**src/design/ps2dec_pkg.sv**
```systemverilog
package ps2dec_pkg;

  localparam int unsigned CodeW   = 7;
  localparam int unsigned CharW   = 7;
  localparam int unsigned RomAddrW = 6;
  localparam int unsigned TableLen = 59;

  localparam logic [CodeW-1:0] KEY_LSHIFT = 7'h2A;
  localparam logic [CodeW-1:0] KEY_RSHIFT = 7'h36;
  localparam logic [CodeW-1:0] KEY_CTRL   = 7'h1D;
  localparam logic [CodeW-1:0] KEY_ALT    = 7'h38;
  localparam logic [CodeW-1:0] KEY_CAPS   = 7'h3A;

  localparam logic [CharW-1:0] CHAR_LOW_A = 7'h61;
  localparam logic [CharW-1:0] CHAR_LOW_Z = 7'h7A;

  typedef struct packed {
    logic shift;
    logic ctrl;
    logic alt;
    logic caps;
  } flags_t;

  typedef struct packed {
    logic [CharW-1:0] upper;
    logic [CharW-1:0] lower;
  } rom_entry_t;

  // US set-1 map, {shifted, unshifted}; unused slots read as zero
  function automatic rom_entry_t char_rom(input logic [RomAddrW-1:0] idx);
    rom_entry_t e;
    unique case (idx)
      6'd1:  e = {7'h1B, 7'h1B};
      6'd2:  e = {7'h21, 7'h31};
      6'd3:  e = {7'h40, 7'h32};
      6'd4:  e = {7'h23, 7'h33};
      6'd5:  e = {7'h24, 7'h34};
      6'd6:  e = {7'h25, 7'h35};
      6'd7:  e = {7'h5E, 7'h36};
      6'd8:  e = {7'h26, 7'h37};
      6'd9:  e = {7'h2A, 7'h38};
      6'd10: e = {7'h28, 7'h39};
      6'd11: e = {7'h29, 7'h30};
      6'd12: e = {7'h5F, 7'h2D};
      6'd13: e = {7'h2B, 7'h3D};
      6'd14: e = {7'h08, 7'h08};
      6'd15: e = {7'h09, 7'h09};
      6'd16: e = {7'h51, 7'h71};
      6'd17: e = {7'h57, 7'h77};
      6'd18: e = {7'h45, 7'h65};
      6'd19: e = {7'h52, 7'h72};
      6'd20: e = {7'h54, 7'h74};
      6'd21: e = {7'h59, 7'h79};
      6'd22: e = {7'h55, 7'h75};
      6'd23: e = {7'h49, 7'h69};
      6'd24: e = {7'h4F, 7'h6F};
      6'd25: e = {7'h50, 7'h70};
      6'd26: e = {7'h7B, 7'h5B};
      6'd27: e = {7'h7D, 7'h5D};
      6'd28: e = {7'h0A, 7'h0A};
      6'd30: e = {7'h41, 7'h61};
      6'd31: e = {7'h53, 7'h73};
      6'd32: e = {7'h44, 7'h64};
      6'd33: e = {7'h46, 7'h66};
      6'd34: e = {7'h47, 7'h67};
      6'd35: e = {7'h48, 7'h68};
      6'd36: e = {7'h4A, 7'h6A};
      6'd37: e = {7'h4B, 7'h6B};
      6'd38: e = {7'h4C, 7'h6C};
      6'd39: e = {7'h3A, 7'h3B};
      6'd40: e = {7'h22, 7'h27};
      6'd41: e = {7'h7E, 7'h60};
      6'd43: e = {7'h7C, 7'h5C};
      6'd44: e = {7'h5A, 7'h7A};
      6'd45: e = {7'h58, 7'h78};
      6'd46: e = {7'h43, 7'h63};
      6'd47: e = {7'h56, 7'h76};
      6'd48: e = {7'h42, 7'h62};
      6'd49: e = {7'h4E, 7'h6E};
      6'd50: e = {7'h4D, 7'h6D};
      6'd51: e = {7'h3C, 7'h2C};
      6'd52: e = {7'h3E, 7'h2E};
      6'd53: e = {7'h3F, 7'h2F};
      6'd55: e = {7'h2A, 7'h2A};
      6'd57: e = {7'h20, 7'h20};
      default: e = '0;
    endcase
    return e;
  endfunction

endpackage

```
**src/design/ps2dec_rom.sv**
```systemverilog
module ps2dec_rom (
  input  logic                               clk,
  input  logic                               rd_en,
  input  logic [ps2dec_pkg::RomAddrW-1:0]    rd_addr,
  output ps2dec_pkg::rom_entry_t             rd_data
);

  ps2dec_pkg::rom_entry_t rd_data_r;

  // synchronous read, data held while stage 1 stalls
  always_ff @(posedge clk) begin
    if (rd_en) begin
      rd_data_r <= ps2dec_pkg::char_rom(rd_addr);
    end
  end

  assign rd_data = rd_data_r;

endmodule

```
**src/design/ps2dec_flags.sv**
```systemverilog
module ps2dec_flags (
  input  logic                             clk,
  input  logic                             rst_n,
  input  logic                             upd_en,
  input  logic [7:0]                       scan_byte,
  input  ps2dec_pkg::rom_entry_t           rom_data,
  output ps2dec_pkg::flags_t               flags_nxt,
  output logic [ps2dec_pkg::CharW-1:0]     char_nxt,
  output ps2dec_pkg::flags_t               flags_cur
);

  ps2dec_pkg::flags_t flags_r;
  ps2dec_pkg::flags_t flags_upd;
  logic                            released;
  logic [ps2dec_pkg::CodeW-1:0]    code;
  logic                            is_letter;
  logic                            shifted_sel;
  logic                            is_mod;

  assign released = scan_byte[7];
  assign code     = scan_byte[6:0];

  always_comb begin
    flags_upd = flags_r;
    is_mod    = 1'b1;
    unique case (code)
      ps2dec_pkg::KEY_LSHIFT,
      ps2dec_pkg::KEY_RSHIFT: flags_upd.shift = !released;
      ps2dec_pkg::KEY_CTRL:   flags_upd.ctrl  = !released;
      ps2dec_pkg::KEY_ALT:    flags_upd.alt   = !released;
      ps2dec_pkg::KEY_CAPS:   flags_upd.caps  = flags_r.caps ^ !released;
      default:                is_mod          = 1'b0;
    endcase
  end

  // caps lock flips the shift choice for letter keys only
  assign is_letter = (rom_data.lower >= ps2dec_pkg::CHAR_LOW_A) &&
                     (rom_data.lower <= ps2dec_pkg::CHAR_LOW_Z);
  assign shifted_sel = flags_r.shift ^ (flags_r.caps && is_letter);

  always_comb begin
    if (released || is_mod ||
        (code >= ps2dec_pkg::CodeW'(ps2dec_pkg::TableLen))) begin
      char_nxt = '0;
    end else begin
      char_nxt = shifted_sel ? rom_data.upper : rom_data.lower;
    end
  end

  always_ff @(posedge clk) begin
    if (!rst_n) begin
      flags_r <= '0;
    end else if (upd_en) begin
      flags_r <= flags_upd;
    end
  end

  assign flags_nxt = flags_upd;
  assign flags_cur = flags_r;

endmodule

```
**src/design/ps2_scancode_to_ascii_decoder.sv**
```systemverilog
// Pipeline: an input transfer starts the ROM read and loads stage 1; the flag
//   update and character select then load the output register.
// Throughput: one scancode per cycle while the output is not stalled; the
//   synchronous character ROM read and the in-order flag update in stage 1 set the pace.
// Reset: synchronous, active low; clears shift/ctrl/alt/caps flags and all
//   stage valids. Payload registers are not reset.
module ps2_scancode_to_ascii_decoder (
  input  logic                         clk,
  input  logic                         rst_n,
  input  logic                         in_valid,
  output logic                         in_ready,
  input  logic [7:0]                   in_scan_byte,
  output logic                         out_valid,
  input  logic                         out_ready,
  output logic                         out_key_event,
  output logic [ps2dec_pkg::CharW-1:0] out_char_code,
  output logic [ps2dec_pkg::CodeW-1:0] out_key_code,
  output logic                         out_shift_held,
  output logic                         out_ctrl_held,
  output logic                         out_alt_held,
  output logic                         out_caps_on
);

  logic                         in_xfer;
  logic                         out_load;
  logic                         s1_valid_r;
  logic                         s1_valid_nxt;
  logic [7:0]                   s1_byte_r;
  logic                         out_valid_r;
  logic                         out_valid_nxt;
  logic [ps2dec_pkg::CharW-1:0] out_char_r;
  logic [ps2dec_pkg::CodeW-1:0] out_code_r;
  ps2dec_pkg::flags_t           out_flags_r;
  ps2dec_pkg::rom_entry_t       rom_data;
  ps2dec_pkg::flags_t           flags_nxt;
  ps2dec_pkg::flags_t           flags_cur;
  logic [ps2dec_pkg::CharW-1:0] char_nxt;

  assign out_load = s1_valid_r && (!out_valid_r || out_ready);
  assign in_ready = !s1_valid_r || out_load;
  assign in_xfer  = in_valid && in_ready;

  ps2dec_rom u_rom (
    .clk     (clk),
    .rd_en   (in_xfer),
    .rd_addr (in_scan_byte[ps2dec_pkg::RomAddrW-1:0]),
    .rd_data (rom_data)
  );

  ps2dec_flags u_flags (
    .clk       (clk),
    .rst_n     (rst_n),
    .upd_en    (out_load),
    .scan_byte (s1_byte_r),
    .rom_data  (rom_data),
    .flags_nxt (flags_nxt),
    .char_nxt  (char_nxt),
    .flags_cur (flags_cur)
  );

  always_comb begin
    s1_valid_nxt = s1_valid_r;
    if (in_xfer) begin
      s1_valid_nxt = 1'b1;
    end else if (out_load) begin
      s1_valid_nxt = 1'b0;
    end
    out_valid_nxt = out_valid_r;
    if (out_load) begin
      out_valid_nxt = 1'b1;
    end else if (out_ready) begin
      out_valid_nxt = 1'b0;
    end
  end

  always_ff @(posedge clk) begin
    if (!rst_n) begin
      s1_valid_r  <= 1'b0;
      out_valid_r <= 1'b0;
    end else begin
      s1_valid_r  <= s1_valid_nxt;
      out_valid_r <= out_valid_nxt;
    end
  end

  always_ff @(posedge clk) begin
    if (in_xfer) begin
      s1_byte_r <= in_scan_byte;
    end
    if (out_load) begin
      out_char_r  <= char_nxt;
      out_code_r  <= s1_byte_r[6:0];
      out_flags_r <= flags_nxt;
    end
  end

  assign out_valid      = out_valid_r;
  assign out_key_event  = (out_char_r != '0);
  assign out_char_code  = out_char_r;
  assign out_key_code   = out_code_r;
  assign out_shift_held = out_flags_r.shift;
  assign out_ctrl_held  = out_flags_r.ctrl;
  assign out_alt_held   = out_flags_r.alt;
  assign out_caps_on    = out_flags_r.caps;

  // caps press moving out of stage 1 toggles the stored caps flag
  a_caps_toggle: assert property (@(posedge clk) disable iff (!rst_n)
    (out_load && (s1_byte_r == {1'b0, ps2dec_pkg::KEY_CAPS}))
    |=> (flags_cur.caps != $past(flags_cur.caps)))
    else $error("caps flag did not toggle on caps press");

  // modifier keys never produce a character
  a_mod_no_event: assert property (@(posedge clk) disable iff (!rst_n)
    (out_valid && ((out_key_code == ps2dec_pkg::KEY_LSHIFT) ||
                   (out_key_code == ps2dec_pkg::KEY_RSHIFT) ||
                   (out_key_code == ps2dec_pkg::KEY_CTRL) ||
                   (out_key_code == ps2dec_pkg::KEY_ALT) ||
                   (out_key_code == ps2dec_pkg::KEY_CAPS)))
    |-> !out_key_event)
    else $error("modifier key produced a key event");

  // reported flags match the stored flags once the result is registered
  a_flags_track: assert property (@(posedge clk) disable iff (!rst_n)
    out_load |=> (out_flags_r == flags_cur))
    else $error("result flags differ from stored flags");

  // stage 1 always drains into a free output slot
  a_no_bubble: assert property (@(posedge clk) disable iff (!rst_n)
    (s1_valid_r && !out_valid_r) |-> in_ready)
    else $error("input stalled with free output slot");

endmodule
```
**config.mk**
```make
export PLATFORM = sky130hd
export DESIGN_NAME = ps2_scancode_to_ascii_decoder
export DESIGN_NICKNAME = d
export VERILOG_FILES = /design/src/design/ps2dec_pkg.sv /design/src/design/ps2dec_rom.sv /design/src/design/ps2dec_flags.sv /design/src/design/ps2_scancode_to_ascii_decoder.sv
export SDC_FILE = /design/constraint.sdc
export NUM_CORES = 1
export LEC_CHECK = 0
export BUFFER_PORTS_ARGS = -buffer_cell sky130_fd_sc_hd__buf_2
export CAP_MARGIN = 40
export CORE_ASPECT_RATIO = 0.7
export CORE_MARGIN = 2
export CORE_UTILIZATION = 45
export DETAILED_ROUTE_END_ITERATION = 8
export PLACE_DENSITY = 0.68
export SETUP_SLACK_MARGIN = 0.2
export SYNTH_ARGS = -nofsm -noshare
export SYNTH_HDL_FRONTEND = slang
export SYNTH_SLANG_ARGS = --single-unit
```
**constraint.sdc**
```tcl
create_clock -name clk -period 2 [get_ports clk]
set_input_delay 0.2 -clock clk [delete_from_list [all_inputs] [get_ports clk]]
set_output_delay 0.2 -clock clk [all_outputs]
set_load 0.005 [all_outputs]
```
Yosys cells after proc, flatten, opt, wreduce, memory -nomap -nowiden
Memories as Yosys holds them, arrays and structs flattened. A register that Yosys moved wholly into a read port is not among the register bits.
Index checks and enable logic that the tools add are counted.
{"block": "word_totals", "in_bits": 12, "out_inout_bits": 21, "regBits": 32, "memories": 1, "mem_bits_ro": 896, "wordCells": 50}
{"block": "classes", "n_reduce_logical": 16, "bitwise": 2, "eq_ne": 5, "muxes": 10, "n_lt_le_gt_ge": 3}
{"memory": "(no name shown)", "words": 64, "word_bits": 14, "read_ports": 1, "rd_clocked_by_memory_dff": 1, "wr": 0, "line_no": "ps2dec_pkg.sv:32", "source": "unique case (idx)"}
{"op": "$eq A7 B6 Y1 const B", "count": 4}
{"op": "$mux W1", "count": 9}
{"op": "$eq A7 B5 Y1 const B", "count": 1}
{"op": "$ge A7 B6 Y1 const B", "count": 1}
{"op": "$ge A7 B7 Y1 const B", "count": 1}
{"op": "$le A7 B7 Y1 const B", "count": 1}
{"op": "$mux W7", "count": 1}
{"op": "$reduce_bool A7 Y1", "count": 1}
{"op": "$reduce_or A5 Y1", "count": 1}
{"op": "$logic_and A1 B1 Y1", "count": 4}
{"op": "$logic_or A1 B1 Y1", "count": 4}
{"op": "$reduce_bool A2 Y1", "count": 2}
{"op": "$logic_not A1 Y1", "count": 3}
{"op": "$reduce_or A2 Y1", "count": 1}
{"op": "$xor A1 B1 Y1", "count": 2}

Longest topological paths before layout
{"block": "logic_depth", "ltp_word": 6, "depth_mapped": 8, "ltp_nobuf": 7}

Cells and area by module
A second synthesis with hierarchy kept.
{"block": "unflattened", "hier_cells": 290, "hier_area_um2": 3104.2}
{"module": "ps2dec_rom", "seq_area_each_um2": 420.4, "cells_per_inst": 178, "area_each_um2": 1589.0, "instances": 1}
{"module": "ps2_scancode_to_ascii_decoder", "seq_area_each_um2": 820.8, "cells_per_inst": 38, "area_each_um2": 899.6, "instances": 1}
{"module": "ps2dec_flags", "seq_area_each_um2": 80.1, "cells_per_inst": 74, "area_each_um2": 615.6, "instances": 1}

Worst setup path after synthesis
OpenSTA, ideal clock, no wires.
{"block": "synth_timing", "path_type": "input to register", "startpoint": "in in_scan_byte[1]", "endpoint": "reg u_rom.rd_data[0] (netlist name)", "arrival_time_ps": 1711, "stages": 8, "path_buffers": 1, "required_ps": 1731, "setup_time_ps": 269, "setup_slack_ps": 20, "path_cell_list": "buf_2 > inv_1 > ha_1 > or2_2 > a21oi_1 > a211oi_1 > a311oi_1 > a21oi_1"}
{"element": "start, declared", "line_no": "ps2_scancode_to_ascii_decoder.sv:12", "source": "input logic [7:0] in_scan_byte,"}

Final worst setup path
{"block": "layout_timing", "startpoint": "reg s1_byte_r[2]", "endpoint": "reg out_char_r, in the netlist out_char_code[5], data pin"}
{"block": "layout_between", "elab_chain_len": 5, "word_cells_on_any_way": 10, "cone_classes": "1 x order compare; 5 x eq/ne; 1 x mux; 3 x reduce/logical"}
{"element": "start, declared", "line_no": "ps2_scancode_to_ascii_decoder.sv:28", "source": "logic [7:0] s1_byte_r;"}
{"element": "start signal, assigned", "line_no": "ps2_scancode_to_ascii_decoder.sv:88", "source": "s1_byte_r <= in_scan_byte;"}
{"element": "$eq A7 B6 Y1 / $eq A7 B5 Y1 (equally long branches)", "line_no": "ps2dec_flags.sv:26", "source": "unique case (code)"}
{"element": "$reduce_or A5 Y1 (no line)"}
{"element": "$mux W1", "line_no": "ps2dec_flags.sv:26"}
{"element": "$logic_or A1 B1 Y1", "line_no": "ps2dec_flags.sv:42", "source": "if (released || is_mod ||"}
{"element": "$logic_or A1 B1 Y1 *", "line_no": "ps2dec_flags.sv:42"}
{"element": "end signal, assigned", "line_no": "ps2_scancode_to_ascii_decoder.sv:91", "source": "out_char_r <= char_nxt;"}
{"element": "end, declared", "line_no": "ps2_scancode_to_ascii_decoder.sv:31", "source": "logic [ps2dec_pkg::CharW-1:0] out_char_r;"}
Mark *: on every way between the ends. The rest lies on a longest branch, timed or not.
A chain may end at the register's enable or synchronous reset.

==> summary.md <==
| Metric | Value |
|---|---|
| Largest net degree at the start of global routing | 25 |
| Clk buf depth | 2 |
| Final GP Congestion | 0.998 |
| IO Count | 33 |
| Pre-CTS setup slack | 0.0859 ns |
| CP startpoint kind | flip-flop |
| Area delta synth->final | 16.9% |
| Synth Area in Compound Gates | 0.203 |
| Post-synthesis xor/xnor area fraction | 0.00623 |
| Num rows | 24 |
| Sequential Power Share | 0.547 |
| Gate power share | 0.179 |
| First-pass DRT Iterations | 8 |
| Vias per cell | 5.90 |
| Mapped cell area | 2810 um^2 |
| Vias in the first global route | 2173 |
| Clk root buf | clkbuf_8 |
| ANT cells | 0 |
| Max frequency | 544 MHz |
| Core Area | 6130 um^2 |
| Fin crit period | 1.84 ns |
| Netlist cell types | 56 |
| Hold Crit Depth | 1 |
| Final net count | 343 |
| Share of cells above drive strength 1 | 0.238 |
| Hold Path Class | primary input to flip-flop |
| Max IR drop VDD | 284 uV |
| Post-Route WL | 6670 um |
| Synth warn | 0 |
| Final period utilization | 0.919 |
| Die outline height | 70.1 um |
| Max-Cap Viols | 0 |
| Syn_nets | 303 |
| Post-synthesis sequential area ratio | 0.470 |
| Reg clk slew, reported paths | 0.09 ns |
| DR WL met3 | 593 um |
| Flop2flop setup slack | 0.16 ns |
| Number of synthesized register bits | 46 |
| GRT Util Overall | 0.204 |
| # fillers | 548 |
| Routed length on met1 | 3050 um |
| CP Data Arrival Time | 1.90 ns |
| Iteration-0 DRC Markers | 248 |
| Post-synth EDFFs | 40 |
| Worst setup margin | 0.163 ns |
| H-tree depth | 2 |
| WP data required | 2.06 ns |
| Synth Area in Simple Gates | 0.168 |
| IO Port Bufs | 32 |
| Via count | 2344 |
| Clock latency at the later pin of the worst-skew pair | 0.31 ns |
| Initial antenna violation count | 0 |
| Switching pwr | 0.587 mW |
| Fin Clk Skew | 0.00546 ns |
| Worst Tran Pin Value | 0.527 ns |
| Main flop type after synthesis | edfxtp_1 |
| Max transition margin | 0.649 |
| Synth Area in Adders | 0.0578 |
| Pint | 1.51 mW |
| Power per cell area | 637 nW/um^2 |
| CP max FO | 7 |
| Syn avg cell area | 10.1 um^2 |
| TritonCTS Buffers | 5 |
| CTS sink cnt | 46 |
| Met2 WL | 2930 um |
| Part of the power in the clock network | 0.274 |
| DR WL/cell | 16.8 um |
| # DRC | 0 |
| DRT antenna net count | 0 |
| Final Setup Violations | 0 |
| Worst Setup End Kind | flip-flop |
| Unrepaired setup endpoints after global routing | yes |
| R2R depth | 5 |
| Post-CTS Hold Buffers | 0 |
| Switching Share | 0.280 |
| Initial Util | 0.459 |
| Setup Crit Path Kind | flip-flop to flip-flop |
| Final hold violations | 0 |
| Max Slew Vio Count | 0 |
| First-pass GRT wire length | 11200 um |
| Hpwl dp | 4730 um |
| Leakage power | 1.24 nW |
| Status | finished, final reports clean |
| DR top layer | met4 |
| Syn Inst Count | 278 |
| DIE AREA | 6910 um^2 |
| GRT Residual Overflow | 0 |
| Largest family of logic cells by synthesized area | compound AO/OA/AOI/OAI gates |
| Mux contribution to synthesized area | 0.0654 |
| TritonCTS clock tree | done |
| FFs w/ async S/R, synth | 0 |
| Setup_tns | 0 ns |
| Width of the die | 98.5 um |
## logic make-up (layout without fill, tap and decap cells)
family,count (synthesis),count (layout)
simple gates,93,93
compound gates,87,87
flops,46,46
buf+inv,20,61
mux,17,17
fa+ha+maj,13,13
xor+xnor,2,2
## critical path: stages (launching register included)
cell	delay (ns)
edfxtp_1	0.47
or3b_4	0.44
a2111oi_4	0.32
or4_4	0.19
a21o_4	0.11
nor2_1	0.06
## stage by stage
step	total power [mW]	std cells	instance area [um^2]	hold WS [ns]	util
after global placement	1.52	387	3130	0.377	0.511
after global routing	2.18	397	3290	0.0514	0.537
after CTS	2.09	397	3260	0.0598	0.532
after detailed placement	1.53	388	3150	0.379	0.514
final	2.10	397	3290	0.0631	0.537
after floorplan	1.40	278	2830	0.299	-
## cell usage after synthesis (all sizes together) (4+ instances only)
master | number | area, um^2
edfxtp | 40 | 1200
a21oi | 30 | 150
nor2 | 26 | 97.6
nand2 | 23 | 86.3
o21ai | 17 | 85.1
mux2i | 15 | 150
ha | 13 | 163
nand3 | 10 | 50.1
clkbuf | 9 | 33.8
dfxtp | 6 | 120
nor2b | 6 | 37.5
buf | 5 | 28.8
inv | 5 | 18.8
nand2b | 5 | 31.3
o211ai | 5 | 42.5
a21o | 4 | 31.3
nor3 | 4 | 20.0
o22ai | 4 | 25.0
or2 | 4 | 25.0
## metal layers
metal | vias up | global-route usage
met1 | 1077 | 0.298
met3 | 12 | 0.0410
met5 | - | 0
met4 | 0 | 0.0685
li1 | 1129 | -
met2 | 126 | 0.303
## state kept, by name (all words and copies together) (netlist names)
register	flops
out_alt_held	1
out_caps_on	1
out_char_code	7
out_ctrl_held	1
out_key_code	7
out_shift_held	1
out_valid	1
s1_byte_r	8
s1_valid_r	1
u_flags.flags_cur	4
u_rom.rd_data	14
## layout make-up
| type | instances | area, um^2 | share of cell area |
|---|---|---|---|
| inverter | 6 | 25.0 | 0.00761 |
| timing repair buffer | 47 | 293 | 0.0890 |
| multi-input combinational | 212 | 1470 | 0.445 |
| sequential | 46 | 1320 | 0.402 |
| clock inverter | 3 | 18.8 | 0.00571 |
| clock buffer | 5 | 68.8 | 0.0209 |
| tap | 78 | 97.6 | 0.0297 |
## what timing repair did
item	4_1_cts	5_1_grt
gates cloned	0	0
gates resized for setup	3	6
pin swaps	0	1
endpoints found under the setup margin	9	10
buffers inserted	1	0
## path summary, 6_finish.rpt
check | startpoint | to
max | s1_byte_r[2]$_DFFE_PP_ | out_char_code[5]$_SDFFCE_PP0P_
min | in_scan_byte[6] | s1_byte_r[6]$_DFFE_PP_
max reg2reg | s1_byte_r[2]$_DFFE_PP_ | out_char_code[5]$_SDFFCE_PP0P_
min reg2reg | u_flags.flags_cur[2]$_SDFFE_PN0P_ | u_flags.flags_cur[2]$_SDFFE_PN0P_
## power groups by stage
stage          sequential (mW)  clock (mW)  combinational, mW
2_1_floorplan             1.16           0              0.236
3_3_place_gp              1.17           0              0.352
3_5_place_dp              1.17           0              0.359
4_1_cts                   1.15       0.582              0.365
5_1_grt                   1.15       0.615              0.416
6_report                  1.15       0.574              0.375
## placed cells by master (no fill, tap or decap), types with 4 or more instances in the layout
| cell type | n |
|---|---|
| a21oi_1 | 29 |
| buf_2 | 32 |
| buf_4 | 13 |
| clkbuf_8 | 5 |
| dfxtp_1 | 6 |
| edfxtp_1 | 40 |
| ha_1 | 12 |
| mux2i_1 | 15 |
| nand2_1 | 23 |
| nand2b_1 | 5 |
| nand3_1 | 10 |
| nor2_1 | 25 |
| nor2b_1 | 6 |
| nor3_1 | 4 |
| o211ai_1 | 4 |
| o21ai_0 | 17 |
| o22ai_1 | 4 |
| or2_2 | 4 |
(Power assumes the default switching activity.)
